===== config.mk =====
export PLATFORM = sky130hd
export DESIGN_NAME = led_doorbell_mode_controller
export DESIGN_NICKNAME = d
export VERILOG_FILES = /design/src/hw/rtl/ldmc_pkg.sv /design/src/hw/rtl/led_doorbell_mode_controller.sv /design/src/hw/rtl/ldmc_front.sv /design/src/hw/rtl/ldmc_queue.sv /design/src/hw/rtl/ldmc_back.sv
export SDC_FILE = /design/constraint.sdc
export NUM_CORES = 1
export LEC_CHECK = 0
export ABC_AREA = 0
export BUFFER_PORTS_ARGS = -buffer_cell sky130_fd_sc_hd__buf_2
export CORE_UTILIZATION = 60
export CTS_CLUSTER_SIZE = 25
export DETAILED_ROUTE_END_ITERATION = 12
export PLACE_DENSITY = 0.78
export REMOVE_ABC_BUFFERS = 1
export SLEW_MARGIN = 20
export SYNTH_ARGS = -nofsm -noshare
export SYNTH_HDL_FRONTEND = slang
export SYNTH_SLANG_ARGS = --single-unit
export TNS_END_PERCENT = 1

===== constraint.sdc =====
create_clock -name i_clk -period 5.09 [get_ports i_clk]
set_clock_uncertainty 0.15 [all_clocks]
set_input_delay 0.509 -clock i_clk [delete_from_list [all_inputs] [get_ports i_clk]]
set_output_delay 0.509 -clock i_clk [all_outputs]
set_load 0.005 [all_outputs]

===== src/hw/rtl/ldmc_pkg.sv =====
// shared types, constants and helper functions of the led doorbell mode controller
package ldmc_pkg;

    localparam int LINE_LENGTH     = 16;
    localparam int ANIMATION_COUNT = 4;

    localparam int IDX_W  = $clog2(LINE_LENGTH);
    localparam int CNT_W  = $clog2(LINE_LENGTH + 1);
    localparam int ANIM_W = (ANIMATION_COUNT > 4) ? $clog2(ANIMATION_COUNT) : 2;
    localparam int NIB_COUNT = 8;

    localparam logic [IDX_W-1:0]  LINE_LAST_IDX = IDX_W'(LINE_LENGTH - 1);
    localparam logic [ANIM_W-1:0] ANIM_LAST     = ANIM_W'(ANIMATION_COUNT - 1);

    localparam int QUEUE_DEPTH = 4;
    localparam int QPTR_W      = $clog2(QUEUE_DEPTH);

    localparam int TICKS_W    = 10;
    localparam int FRAME_W    = 16;
    localparam int COLOR_W    = 32;
    localparam int CFG_IDX_W  = 2;
    localparam int S_TDATA_W  = 16;
    localparam int M_TDATA_W  = 56;

    localparam logic [TICKS_W-1:0] RING_TICKS_RESET   = 10'd100;
    localparam logic [TICKS_W-1:0] NOTIFY_TICKS_RESET = 10'd300;

    localparam logic [7:0] CHAR_CR   = 8'h0D;
    localparam logic [7:0] CHAR_LF   = 8'h0A;
    localparam logic [7:0] CHAR_HASH = 8'h23;
    localparam logic [7:0] CHAR_BANG = 8'h21;

    localparam logic [1:0] REQ_BYTE   = 2'd0;
    localparam logic [1:0] REQ_BUTTON = 2'd1;
    localparam logic [1:0] REQ_TICK   = 2'd2;

    localparam logic [CFG_IDX_W-1:0] REG_RING_TICKS   = 2'd0;
    localparam logic [CFG_IDX_W-1:0] REG_NOTIFY_TICKS = 2'd1;

    typedef enum logic [1:0] {
        MODE_IDLE   = 2'd0,
        MODE_RING   = 2'd1,
        MODE_NOTIFY = 2'd2
    } t_mode;

    typedef enum logic [1:0] {
        CMD_BYTE  = 2'd0,
        CMD_EOL   = 2'd1,
        CMD_PRESS = 2'd2,
        CMD_TICK  = 2'd3
    } t_cmd_kind;

    typedef struct packed {
        t_cmd_kind  kind;
        logic [7:0] data;
    } t_cmd;

    typedef struct packed {
        logic                 we;
        logic [CFG_IDX_W-1:0] idx;
        logic [TICKS_W-1:0]   data;
    } t_cfg_wr;

    typedef enum logic [1:0] {
        ST_RUN  = 2'd0,
        ST_SCAN = 2'd1,
        ST_DONE = 2'd2
    } t_back_state;

    function automatic logic hex_is_digit(input logic [7:0] ch);
        hex_is_digit = (ch >= 8'h30 && ch <= 8'h39) ||
                       (ch >= 8'h41 && ch <= 8'h46) ||
                       (ch >= 8'h61 && ch <= 8'h66);
    endfunction

    function automatic logic [3:0] hex_value(input logic [7:0] ch);
        logic [7:0] v;
        if (ch >= 8'h30 && ch <= 8'h39) begin
            v = ch - 8'h30;
        end else if (ch >= 8'h41 && ch <= 8'h46) begin
            v = ch - 8'h37;
        end else begin
            v = ch - 8'h57;
        end
        hex_value = v[3:0];
    endfunction

endpackage


===== src/hw/rtl/led_doorbell_mode_controller.sv =====
// top level of the led doorbell mode controller
//
// requests arrive on s_axis: tuser carries the kind (serial byte, button sample or
// frame tick), tdata the byte and the button level. a transfer is taken whenever
// the four-entry command queue has room. the front end drops button samples that
// are not a falling edge and request kind 3; everything else enters the queue.
// the back end executes one queued command per cycle unless a scan runs, the queue
// is empty or a tick waits for room in the result register; a line end starting
// with '#' runs a color scan over the line store, one byte per cycle.
// each frame tick produces one result on m_axis in the cycle after it is executed;
// the result register holds it until the receiver takes the transfer, and while
// it waits the back end keeps executing bytes, presses and line ends. a further
// tick then waits in the queue, and s_axis stalls once the queue is full.
// the configuration port writes ring_ticks (index 0) and notify_ticks (index 1);
// there is no read-back. synchronous reset returns the block to idle with
// an empty line store, color 0 and register defaults 100 and 300.
module led_doorbell_mode_controller (
    input  logic                              i_clk,
    input  logic                              i_rst_n,
    input  logic                              s_axis_tvalid,
    output logic                              s_axis_tready,
    // serial_byte [7:0], button_level [8], zero fill
    input  logic [ldmc_pkg::S_TDATA_W-1:0]    s_axis_tdata,
    // req_type [1:0]
    input  logic [1:0]                        s_axis_tuser,
    output logic                              m_axis_tvalid,
    input  logic                              m_axis_tready,
    // animation_index [1:0], frame_index [17:2], wrgb_color [49:18],
    // activity_led [50], zero fill
    output logic [ldmc_pkg::M_TDATA_W-1:0]    m_axis_tdata,
    // mode [1:0]
    output logic [1:0]                        m_axis_tuser,
    input  logic                              i_cfg_we,
    input  logic [ldmc_pkg::CFG_IDX_W-1:0]    i_cfg_idx,
    input  logic [ldmc_pkg::TICKS_W-1:0]      i_cfg_wdata
);

    logic                          w_push;
    ldmc_pkg::t_cmd                w_push_cmd;
    logic                          w_full;
    logic                          w_empty;
    ldmc_pkg::t_cmd                w_head;
    logic                          w_pop;
    ldmc_pkg::t_cfg_wr             w_cfg;
    logic [1:0]                    w_anim;
    logic [ldmc_pkg::FRAME_W-1:0]  w_frame;
    logic [ldmc_pkg::COLOR_W-1:0]  w_color;
    logic                          w_led;

    assign w_cfg.we   = i_cfg_we;
    assign w_cfg.idx  = i_cfg_idx;
    assign w_cfg.data = i_cfg_wdata;

    ldmc_front u_front (
        .i_clk          (i_clk),
        .i_rst_n        (i_rst_n),
        .i_valid        (s_axis_tvalid),
        .i_req_type     (s_axis_tuser),
        .i_serial_byte  (s_axis_tdata[7:0]),
        .i_button_level (s_axis_tdata[8]),
        .i_full         (w_full),
        .o_ready        (s_axis_tready),
        .o_push         (w_push),
        .o_cmd          (w_push_cmd)
    );

    ldmc_queue u_queue (
        .i_clk      (i_clk),
        .i_rst_n    (i_rst_n),
        .i_push     (w_push),
        .i_push_cmd (w_push_cmd),
        .i_pop      (w_pop),
        .o_full     (w_full),
        .o_empty    (w_empty),
        .o_head     (w_head)
    );

    ldmc_back u_back (
        .i_clk       (i_clk),
        .i_rst_n     (i_rst_n),
        .i_cfg       (w_cfg),
        .i_empty     (w_empty),
        .i_head      (w_head),
        .o_pop       (w_pop),
        .o_out_valid (m_axis_tvalid),
        .i_out_ready (m_axis_tready),
        .o_mode      (m_axis_tuser),
        .o_anim      (w_anim),
        .o_frame     (w_frame),
        .o_color     (w_color),
        .o_led       (w_led)
    );

    assign m_axis_tdata = {5'b0, w_led, w_color, w_frame, w_anim};

endmodule


===== src/hw/rtl/ldmc_front.sv =====
// front end: accepts requests, tracks the button edge and turns requests into commands
module ldmc_front (
    input  logic                 i_clk,
    input  logic                 i_rst_n,
    input  logic                 i_valid,
    input  logic [1:0]           i_req_type,
    input  logic [7:0]           i_serial_byte,
    input  logic                 i_button_level,
    input  logic                 i_full,
    output logic                 o_ready,
    output logic                 o_push,
    output ldmc_pkg::t_cmd       o_cmd
);

    logic r_prev_level;
    logic n_prev_level;
    logic w_accept;

    assign o_ready  = !i_full;
    assign w_accept = i_valid && !i_full;

    always_comb begin
        n_prev_level = r_prev_level;
        o_push       = 1'b0;
        o_cmd.kind   = ldmc_pkg::CMD_BYTE;
        o_cmd.data   = i_serial_byte;
        if (w_accept) begin
            unique case (i_req_type)
                ldmc_pkg::REQ_BYTE: begin
                    o_push = 1'b1;
                    if (i_serial_byte == ldmc_pkg::CHAR_CR ||
                        i_serial_byte == ldmc_pkg::CHAR_LF) begin
                        o_cmd.kind = ldmc_pkg::CMD_EOL;
                    end
                end
                ldmc_pkg::REQ_BUTTON: begin
                    // only a falling edge reaches the back end
                    n_prev_level = i_button_level;
                    if (!i_button_level && r_prev_level) begin
                        o_push     = 1'b1;
                        o_cmd.kind = ldmc_pkg::CMD_PRESS;
                    end
                end
                ldmc_pkg::REQ_TICK: begin
                    o_push     = 1'b1;
                    o_cmd.kind = ldmc_pkg::CMD_TICK;
                end
                default: begin
                end
            endcase
        end
    end

    always_ff @(posedge i_clk) begin
        if (!i_rst_n) begin
            r_prev_level <= 1'b1;
        end else begin
            r_prev_level <= n_prev_level;
        end
    end

endmodule


===== src/hw/rtl/ldmc_queue.sv =====
// short command queue between front and back end
module ldmc_queue (
    input  logic           i_clk,
    input  logic           i_rst_n,
    input  logic           i_push,
    input  ldmc_pkg::t_cmd i_push_cmd,
    input  logic           i_pop,
    output logic           o_full,
    output logic           o_empty,
    output ldmc_pkg::t_cmd o_head
);

    ldmc_pkg::t_cmd r_mem [ldmc_pkg::QUEUE_DEPTH];
    logic [ldmc_pkg::QPTR_W:0] r_wr;
    logic [ldmc_pkg::QPTR_W:0] r_rd;

    assign o_empty = (r_wr == r_rd);
    assign o_full  = (r_wr[ldmc_pkg::QPTR_W] != r_rd[ldmc_pkg::QPTR_W]) &&
                     (r_wr[ldmc_pkg::QPTR_W-1:0] == r_rd[ldmc_pkg::QPTR_W-1:0]);
    assign o_head  = r_mem[r_rd[ldmc_pkg::QPTR_W-1:0]];

    always_ff @(posedge i_clk) begin
        if (i_push && !o_full) begin
            r_mem[r_wr[ldmc_pkg::QPTR_W-1:0]] <= i_push_cmd;
        end
    end

    always_ff @(posedge i_clk) begin
        if (!i_rst_n) begin
            r_wr <= '0;
            r_rd <= '0;
        end else begin
            if (i_push && !o_full) begin
                r_wr <= r_wr + 1'b1;
            end
            if (i_pop && !o_empty) begin
                r_rd <= r_rd + 1'b1;
            end
        end
    end

endmodule


===== src/hw/rtl/ldmc_back.sv =====
// back end: line store, color parse sequencer, mode timer and result register
module ldmc_back (
    input  logic                          i_clk,
    input  logic                          i_rst_n,
    input  ldmc_pkg::t_cfg_wr             i_cfg,
    input  logic                          i_empty,
    input  ldmc_pkg::t_cmd                i_head,
    output logic                          o_pop,
    output logic                          o_out_valid,
    input  logic                          i_out_ready,
    output logic [1:0]                    o_mode,
    output logic [1:0]                    o_anim,
    output logic [ldmc_pkg::FRAME_W-1:0]  o_frame,
    output logic [ldmc_pkg::COLOR_W-1:0]  o_color,
    output logic                          o_led
);

    ldmc_pkg::t_back_state r_state, n_state;

    logic [7:0]                     r_store [ldmc_pkg::LINE_LENGTH];
    logic [7:0]                     n_store [ldmc_pkg::LINE_LENGTH];
    logic [ldmc_pkg::CNT_W-1:0]     r_count, n_count;
    ldmc_pkg::t_mode                r_mode, n_mode;
    logic [ldmc_pkg::ANIM_W-1:0]    r_anim, n_anim;
    logic [ldmc_pkg::FRAME_W-1:0]   r_frame, n_frame;
    logic [ldmc_pkg::TICKS_W-1:0]   r_ticks, n_ticks;
    logic [ldmc_pkg::COLOR_W-1:0]   r_color, n_color;
    logic                           r_press, n_press;
    logic                           r_led, n_led;
    logic [ldmc_pkg::TICKS_W-1:0]   r_ring_ticks;
    logic [ldmc_pkg::TICKS_W-1:0]   r_notify_ticks;

    // scan registers
    logic [ldmc_pkg::IDX_W-1:0]     r_k, n_k;
    logic [ldmc_pkg::IDX_W-1:0]     r_len, n_len;
    logic                           r_bad, n_bad;
    logic                           r_found, n_found;
    logic [3:0]                     r_nib [ldmc_pkg::NIB_COUNT];
    logic [3:0]                     n_nib [ldmc_pkg::NIB_COUNT];

    // result register
    logic                           r_out_valid, n_out_valid;
    ldmc_pkg::t_mode                r_out_mode, n_out_mode;
    logic [1:0]                     r_out_anim, n_out_anim;
    logic [ldmc_pkg::FRAME_W-1:0]   r_out_frame, n_out_frame;
    logic [ldmc_pkg::COLOR_W-1:0]   r_out_color, n_out_color;
    logic                           r_out_led, n_out_led;

    logic                           w_out_free;
    logic                           w_is_hash;
    logic [7:0]                     w_scan_byte;
    logic [ldmc_pkg::COLOR_W-1:0]   w_parsed;

    assign w_out_free  = !r_out_valid || i_out_ready;
    assign w_is_hash   = (r_store[0] == ldmc_pkg::CHAR_HASH);
    assign w_scan_byte = r_store[r_k];

    // next state
    always_comb begin
        n_state = r_state;
        unique case (r_state)
            ldmc_pkg::ST_RUN: begin
                if (o_pop && i_head.kind == ldmc_pkg::CMD_EOL && w_is_hash) begin
                    n_state = ldmc_pkg::ST_SCAN;
                end
            end
            ldmc_pkg::ST_SCAN: begin
                if (r_k == ldmc_pkg::LINE_LAST_IDX) begin
                    n_state = ldmc_pkg::ST_DONE;
                end
            end
            ldmc_pkg::ST_DONE: begin
                n_state = ldmc_pkg::ST_RUN;
            end
            default: begin
                n_state = ldmc_pkg::ST_RUN;
            end
        endcase
    end

    // outputs of the sequencer: a tick waits for room in the result register
    always_comb begin
        o_pop = (r_state == ldmc_pkg::ST_RUN) && !i_empty &&
                (i_head.kind != ldmc_pkg::CMD_TICK || w_out_free);
    end

    // color from the scanned digits
    always_comb begin
        w_parsed = '0;
        if (!r_bad) begin
            unique case (r_len)
                ldmc_pkg::IDX_W'(3): w_parsed = {8'h00, r_nib[0], r_nib[0], r_nib[1],
                                                 r_nib[1], r_nib[2], r_nib[2]};
                ldmc_pkg::IDX_W'(4): w_parsed = {r_nib[3], r_nib[3], r_nib[0], r_nib[0],
                                                 r_nib[1], r_nib[1], r_nib[2], r_nib[2]};
                ldmc_pkg::IDX_W'(6): w_parsed = {8'h00, r_nib[0], r_nib[1], r_nib[2],
                                                 r_nib[3], r_nib[4], r_nib[5]};
                ldmc_pkg::IDX_W'(8): w_parsed = {r_nib[6], r_nib[7], r_nib[0], r_nib[1],
                                                 r_nib[2], r_nib[3], r_nib[4], r_nib[5]};
                default:             w_parsed = '0;
            endcase
        end
    end

    // datapath
    always_comb begin
        n_store     = r_store;
        n_count     = r_count;
        n_mode      = r_mode;
        n_anim      = r_anim;
        n_frame     = r_frame;
        n_ticks     = r_ticks;
        n_color     = r_color;
        n_press     = r_press;
        n_led       = r_led;
        n_k         = r_k;
        n_len       = r_len;
        n_bad       = r_bad;
        n_found     = r_found;
        n_nib       = r_nib;
        n_out_valid = r_out_valid && !i_out_ready;
        n_out_mode  = r_out_mode;
        n_out_anim  = r_out_anim;
        n_out_frame = r_out_frame;
        n_out_color = r_out_color;
        n_out_led   = r_out_led;

        unique case (r_state)
            ldmc_pkg::ST_RUN: begin
                if (o_pop) begin
                    unique case (i_head.kind)
                        ldmc_pkg::CMD_BYTE: begin
                            // bytes past a full store are dropped
                            if (r_count < ldmc_pkg::CNT_W'(ldmc_pkg::LINE_LENGTH)) begin
                                n_store[r_count[ldmc_pkg::IDX_W-1:0]] = i_head.data;
                                n_count = r_count + 1'b1;
                            end
                        end
                        ldmc_pkg::CMD_EOL: begin
                            if (w_is_hash) begin
                                n_k     = ldmc_pkg::IDX_W'(1);
                                n_len   = '0;
                                n_bad   = 1'b0;
                                n_found = 1'b0;
                            end else begin
                                if (r_store[0] == ldmc_pkg::CHAR_BANG) begin
                                    n_mode  = ldmc_pkg::MODE_NOTIFY;
                                    n_frame = '0;
                                    n_ticks = r_notify_ticks;
                                end
                                n_store = '{default: 8'h00};
                                n_count = '0;
                            end
                        end
                        ldmc_pkg::CMD_PRESS: begin
                            n_press = 1'b1;
                        end
                        ldmc_pkg::CMD_TICK: begin
                            n_led = !r_led;
                            if (r_press) begin
                                n_mode  = ldmc_pkg::MODE_RING;
                                n_frame = '0;
                                n_press = 1'b0;
                                n_ticks = r_ring_ticks;
                                if (r_anim == ldmc_pkg::ANIM_LAST) begin
                                    n_anim = '0;
                                end else begin
                                    n_anim = r_anim + 1'b1;
                                end
                            end else if (r_ticks == '0) begin
                                n_mode = ldmc_pkg::MODE_IDLE;
                            end else begin
                                n_ticks = r_ticks - 1'b1;
                            end
                            n_out_valid = 1'b1;
                            n_out_mode  = n_mode;
                            n_out_anim  = n_anim[1:0];
                            n_out_frame = n_frame;
                            n_out_color = r_color;
                            n_out_led   = r_led;
                            n_frame     = n_frame + 1'b1;
                        end
                        default: begin
                        end
                    endcase
                end
            end
            ldmc_pkg::ST_SCAN: begin
                // text length ends at the first zero byte after the '#' or at the end of the line store
                if (!r_found) begin
                    if (w_scan_byte == 8'h00) begin
                        n_found = 1'b1;
                    end else begin
                        if (r_len < ldmc_pkg::IDX_W'(ldmc_pkg::NIB_COUNT)) begin
                            n_nib[r_len[2:0]] = ldmc_pkg::hex_value(w_scan_byte);
                        end
                        n_bad = r_bad || !ldmc_pkg::hex_is_digit(w_scan_byte);
                        n_len = r_len + 1'b1;
                    end
                end
                if (r_k != ldmc_pkg::LINE_LAST_IDX) begin
                    n_k = r_k + 1'b1;
                end
            end
            ldmc_pkg::ST_DONE: begin
                n_color = w_parsed;
                n_mode  = ldmc_pkg::MODE_IDLE;
                n_store = '{default: 8'h00};
                n_count = '0;
            end
            default: begin
            end
        endcase
    end

    always_ff @(posedge i_clk) begin
        if (!i_rst_n) begin
            r_state        <= ldmc_pkg::ST_RUN;
            r_store        <= '{default: 8'h00};
            r_count        <= '0;
            r_mode         <= ldmc_pkg::MODE_IDLE;
            r_anim         <= '0;
            r_frame        <= '0;
            r_ticks        <= '0;
            r_color        <= '0;
            r_press        <= 1'b0;
            r_led          <= 1'b0;
            r_out_valid    <= 1'b0;
            r_ring_ticks   <= ldmc_pkg::RING_TICKS_RESET;
            r_notify_ticks <= ldmc_pkg::NOTIFY_TICKS_RESET;
        end else begin
            r_state     <= n_state;
            r_store     <= n_store;
            r_count     <= n_count;
            r_mode      <= n_mode;
            r_anim      <= n_anim;
            r_frame     <= n_frame;
            r_ticks     <= n_ticks;
            r_color     <= n_color;
            r_press     <= n_press;
            r_led       <= n_led;
            r_out_valid <= n_out_valid;
            if (i_cfg.we) begin
                unique case (i_cfg.idx)
                    ldmc_pkg::REG_RING_TICKS:   r_ring_ticks   <= i_cfg.data;
                    ldmc_pkg::REG_NOTIFY_TICKS: r_notify_ticks <= i_cfg.data;
                    default: begin
                    end
                endcase
            end
        end
    end

    always_ff @(posedge i_clk) begin
        r_k         <= n_k;
        r_len       <= n_len;
        r_bad       <= n_bad;
        r_found     <= n_found;
        r_nib       <= n_nib;
        r_out_mode  <= n_out_mode;
        r_out_anim  <= n_out_anim;
        r_out_frame <= n_out_frame;
        r_out_color <= n_out_color;
        r_out_led   <= n_out_led;
    end

    assign o_out_valid = r_out_valid;
    assign o_mode      = r_out_mode;
    assign o_anim      = r_out_anim;
    assign o_frame     = r_out_frame;
    assign o_color     = r_out_color;
    assign o_led       = r_out_led;

    a_no_pop_while_parsing: assert property (@(posedge i_clk) disable iff (!i_rst_n)
        (r_state != ldmc_pkg::ST_RUN) |-> !o_pop)
        else $error("command popped during color parse");

    a_tick_needs_room: assert property (@(posedge i_clk) disable iff (!i_rst_n)
        (o_pop && i_head.kind == ldmc_pkg::CMD_TICK) |-> w_out_free)
        else $error("tick executed while result register is blocked");

    a_count_bound: assert property (@(posedge i_clk) disable iff (!i_rst_n)
        r_count <= ldmc_pkg::CNT_W'(ldmc_pkg::LINE_LENGTH))
        else $error("line count beyond store length");

    a_line_cleared: assert property (@(posedge i_clk) disable iff (!i_rst_n)
        (r_state == ldmc_pkg::ST_DONE) |=> (r_count == '0 && r_mode == ldmc_pkg::MODE_IDLE))
        else $error("color line did not clear the store");

    a_result_held: assert property (@(posedge i_clk) disable iff (!i_rst_n)
        (r_out_valid && !i_out_ready) |=> (r_out_valid && $stable(r_out_frame)))
        else $error("stalled result changed");

endmodule


==> results.toml <==
[synthesis]
synthMuxAreaShare_pct = 8.52
synth.distinct_cells = 64
synthArstFlopShare_pct = 0
syn_inst = 1265
ys.flop_type = "dfxtp_1"
synth_xor_area_share_pct = 1.46
ys_warn_count = 0
synth_area_um2 = 15000
ys_seq_elements = 364
synth-simple-area-share_pct = 12.5
synth.avg_cell_area_um2 = 11.9
synth_edf_count = 135
synth_adder_area_share_pct = 1.75
synth_top_family_by_area = "compound AO/OA/AOI/OAI gates"
yosysSeqAreaShare_pct = 57.4
synth-compound-area-share_pct = 15.5

[worst_setup_path]
r2r-start = "u_back.r_k[0]$_SDFFCE_PN1P_"
end_kind = "register"
worst_setup_path_start_kind = "register"
rr_endpoint = "u_back.r_nib[24]$_DFFE_PP_"
crit_buf_inv = 2
critPathKind = "reg -> reg"
cp_max_fo = 16
crit_family = "flip-flops"
worstPathCellList = "buf_4 -> mux4_2 -> nand3_1 -> nand3_1 -> inv_1 -> ha_1 -> nor2_1 -> nor2_1 -> o211ai_1 -> or2_2 -> xnor2_1"
rrSetupSlack_ns = 0.89
worstRegToRegCells = 11
max_stage_delay_ns = 1.03
arrival_ns = 4.28
slowest_stage = "edfxtp_1"
required_ns = 5.17

[power]
swShare_pct = 28.8
seqPwrFrac_pct = 47.1
intPower_uw = 5080
comb_power_share_pct = 18.8
clockPowerShare_pct = 34.1
total_power_uw = 7140
cellLeakagePower_uw = 0.00620
power.switching_uw = 2060
power_density_nw_per_um2 = 426
ir_drop_mv = 0.350

[worst_hold_path]
hold_end = "u_back.r_notify_ticks[2]$_SDFFE_PN1P_"
hold_start = "i_cfg_wdata[2]"
holdPathStages = 3
min_path_type = "in -> reg"

[cells_and_area]
nets = 1387
layout_common_cells = "229 x dfxtp_1, 135 x edfxtp_1, 128 x o2bb2ai_1"
fin_area_um2 = 16800
fill_cells = 1761
antenna_cells = 0
drive_gt1_share_pct = 14.7
areaGrowthSynthToFinish_pct = 11.5
final_common_cell = "dfxtp_1"

[clocking]
post_cts_buffers = 0
clk_pin_slew_worst_paths_ns = 0.06
cts-resized-gates = 0
cts_hold_buffers = 0
cts_tree = "done"
cts_sinks = 364
numCtsBuffers = 36
clock_path_buffers = 3
htreeDepth = 2
root_buffer = "clkbuf_16"
clkLatencyLatePin_ns = 0.51

[global_route]
antenna_found_initial = 0
grt_overflow = 0
grt_max_degree = 75
grt_pass1_vias = 10263
grt_pass1_wl_mm = 53.0
grt_usage_pct = 25.8

[timing]
clock.fmax_mhz = 238
rsz0062_at_grt = "no"
hold_viol_final = 0
tightest_slew_ns = 1.08
holdWs_ns = 0.0742
tns_ns = 0
finalSetupViolCount = 0
final_max_slew_viol_count = 0
relSlewSlack_pct = 28.0
fin_crit_ns = 4.20
finalCritPeriodShare_pct = 82.5

[detailed_routing]
postRouteAntennaNets = 0
vias = 10370
drt_wl_total_mm = 32.5
route.detailed.drc = 0
firstDrtPassIters = 5
viasPerCell = 6.17
first_iter_violations = 811
wl_per_cell_um = 19.3

[place]
port_buffers = 82
gp_congestion = 0.827
hpwl_mm = 21.1
dpl_cell_area_um2 = 15700

[run]
cap_violations = 0

[floorplanning]
die_h_um = 160
initial_core_util_pct = 61.5
die-area_um2 = 25700
core_um2 = 24500
chipWidth_um = 160
io_pins = 95
num_rows = 57

[outcome]
outcome = "finished, final reports clean"
state kept, by name, indices dropped and copies added (netlist names), 10 cells and up, named ones only:
name	flops
u_back.o_color	32
u_back.o_frame	16
u_back.r_color	32
u_back.r_frame	16
u_back.r_nib	32
u_back.r_notify_ticks	10
u_back.r_ring_ticks	10
u_back.r_store	128
u_back.r_ticks	10
u_queue.r_mem	40
logic make-up (layout without fill, tap and decap cells):
| family | after synthesis | count (layout) |
|---|---|---|
| AND/OR/NAND/NOR | 381 | 381 |
| AO/OA/AOI/OAI | 305 | 305 |
| multiplexers | 71 | 71 |
| buffers and inverters | 97 | 184 |
| flip-flops | 364 | 364 |
| adder cells (fa/ha/maj) | 21 | 21 |
| other | 1 | 5 |
| XOR/XNOR | 25 | 25 |
layer usage:
metal	part of all wire [%]	wire length [um]	vias up	track usage [%]
li1	-	-	4893	-
met1	43	13900	5013	34.4
met2	48	15700	391	43.5
met3	5.9	1930	73	3.18
met4	3.1	1020	0	9.70
met5	0	0	-	0
power by group through the flow:
stage | clock network (uW) | logic [uW] | registers, uW
floorplan | 0 | 857 | 3420
global placement | 0 | 1310 | 3410
detailed placement | 0 | 1330 | 3420
CTS | 2480 | 1340 | 3360
global route | 2580 | 1480 | 3380
finish | 2440 | 1340 | 3360
cells in the mapped netlist (14+ instances only):
| library cell | number | share of area [%] |
|---|---|---|
| mux2i_1 | 23 | 1.5 |
| mux4_2 | 32 | 4.8 |
| a22oi_1 | 26 | 1.3 |
| o21ai_0 | 33 | 1.1 |
| nor2_1 | 88 | 2.2 |
| ha_1 | 21 | 1.7 |
| nor2b_1 | 26 | 1.1 |
| and2_1 | 33 | 1.4 |
| inv_1 | 19 | 0.47 |
| nand3_1 | 19 | 0.63 |
| clkbuf_1 | 54 | 1.3 |
| o2bb2ai_1 | 128 | 7.5 |
| dfxtp_1 | 229 | 30 |
| a21o_1 | 18 | 0.90 |
| a21oi_1 | 42 | 1.4 |
| edfxtp_1 | 135 | 27 |
| nand3b_1 | 14 | 0.70 |
| xnor2_1 | 17 | 0.99 |
| nand2_1 | 124 | 3.1 |
metrics by stage:
| step | utilization (%) | instances | setup WS (ns) |
|---|---|---|---|
| final | 68.5 | 1680 | 0.889 |
| after global routing | 68.5 | 1680 | 0.531 |
| after CTS | 68.5 | 1680 | 0.885 |
| after detailed placement | 64.1 | 1617 | 0.919 |
| after global placement | 64.1 | 1617 | 1.02 |
| after floorplan | - | 1191 | 0.306 |
worst max path at each step:
stage                                           start                             to  cells past startpoint
after floorplan                              register  u_back.r_anim[0]$_SDFFE_PN0P_                      5
after global placement    u_back.r_k[0]$_SDFFCE_PN1P_      u_back.r_nib[0]$_DFFE_PP_                     11
after detailed placement  u_back.r_k[0]$_SDFFCE_PN1P_      u_back.r_nib[0]$_DFFE_PP_                     11
final                     u_back.r_k[0]$_SDFFCE_PN1P_     u_back.r_nib[24]$_DFFE_PP_                     11
after CTS                 u_back.r_k[0]$_SDFFCE_PN1P_     u_back.r_nib[24]$_DFFE_PP_                     11
after global routing      u_back.r_k[0]$_SDFFCE_PN1P_      u_back.r_nib[0]$_DFFE_PP_                     11
area by class of cell:
type	instances	area [um2]	area share (%)
Sequential cell	364	8640	51.5
Tap cell	324	405	2.42
Inverter	19	71.3	0.425
Multi-Input combinational cell	808	6010	35.8
Clock buffer	55	1020	6.10
Timing Repair Buffer	102	573	3.42
Clock inverter	8	47.5	0.284
worst reg2reg max path, cell delays in order, from the launching register on:
cell,delay [ns]
edfxtp_1,1.03
buf_4,0.32
mux4_2,0.50
nand3_1,0.10
nand3_1,0.26
inv_1,0.24
ha_1,0.19
nor2_1,0.05
nor2_1,0.12
o211ai_1,0.13
or2_2,0.35
xnor2_1,0.49
No activity file was read; power rests on OpenSTA's default activity.
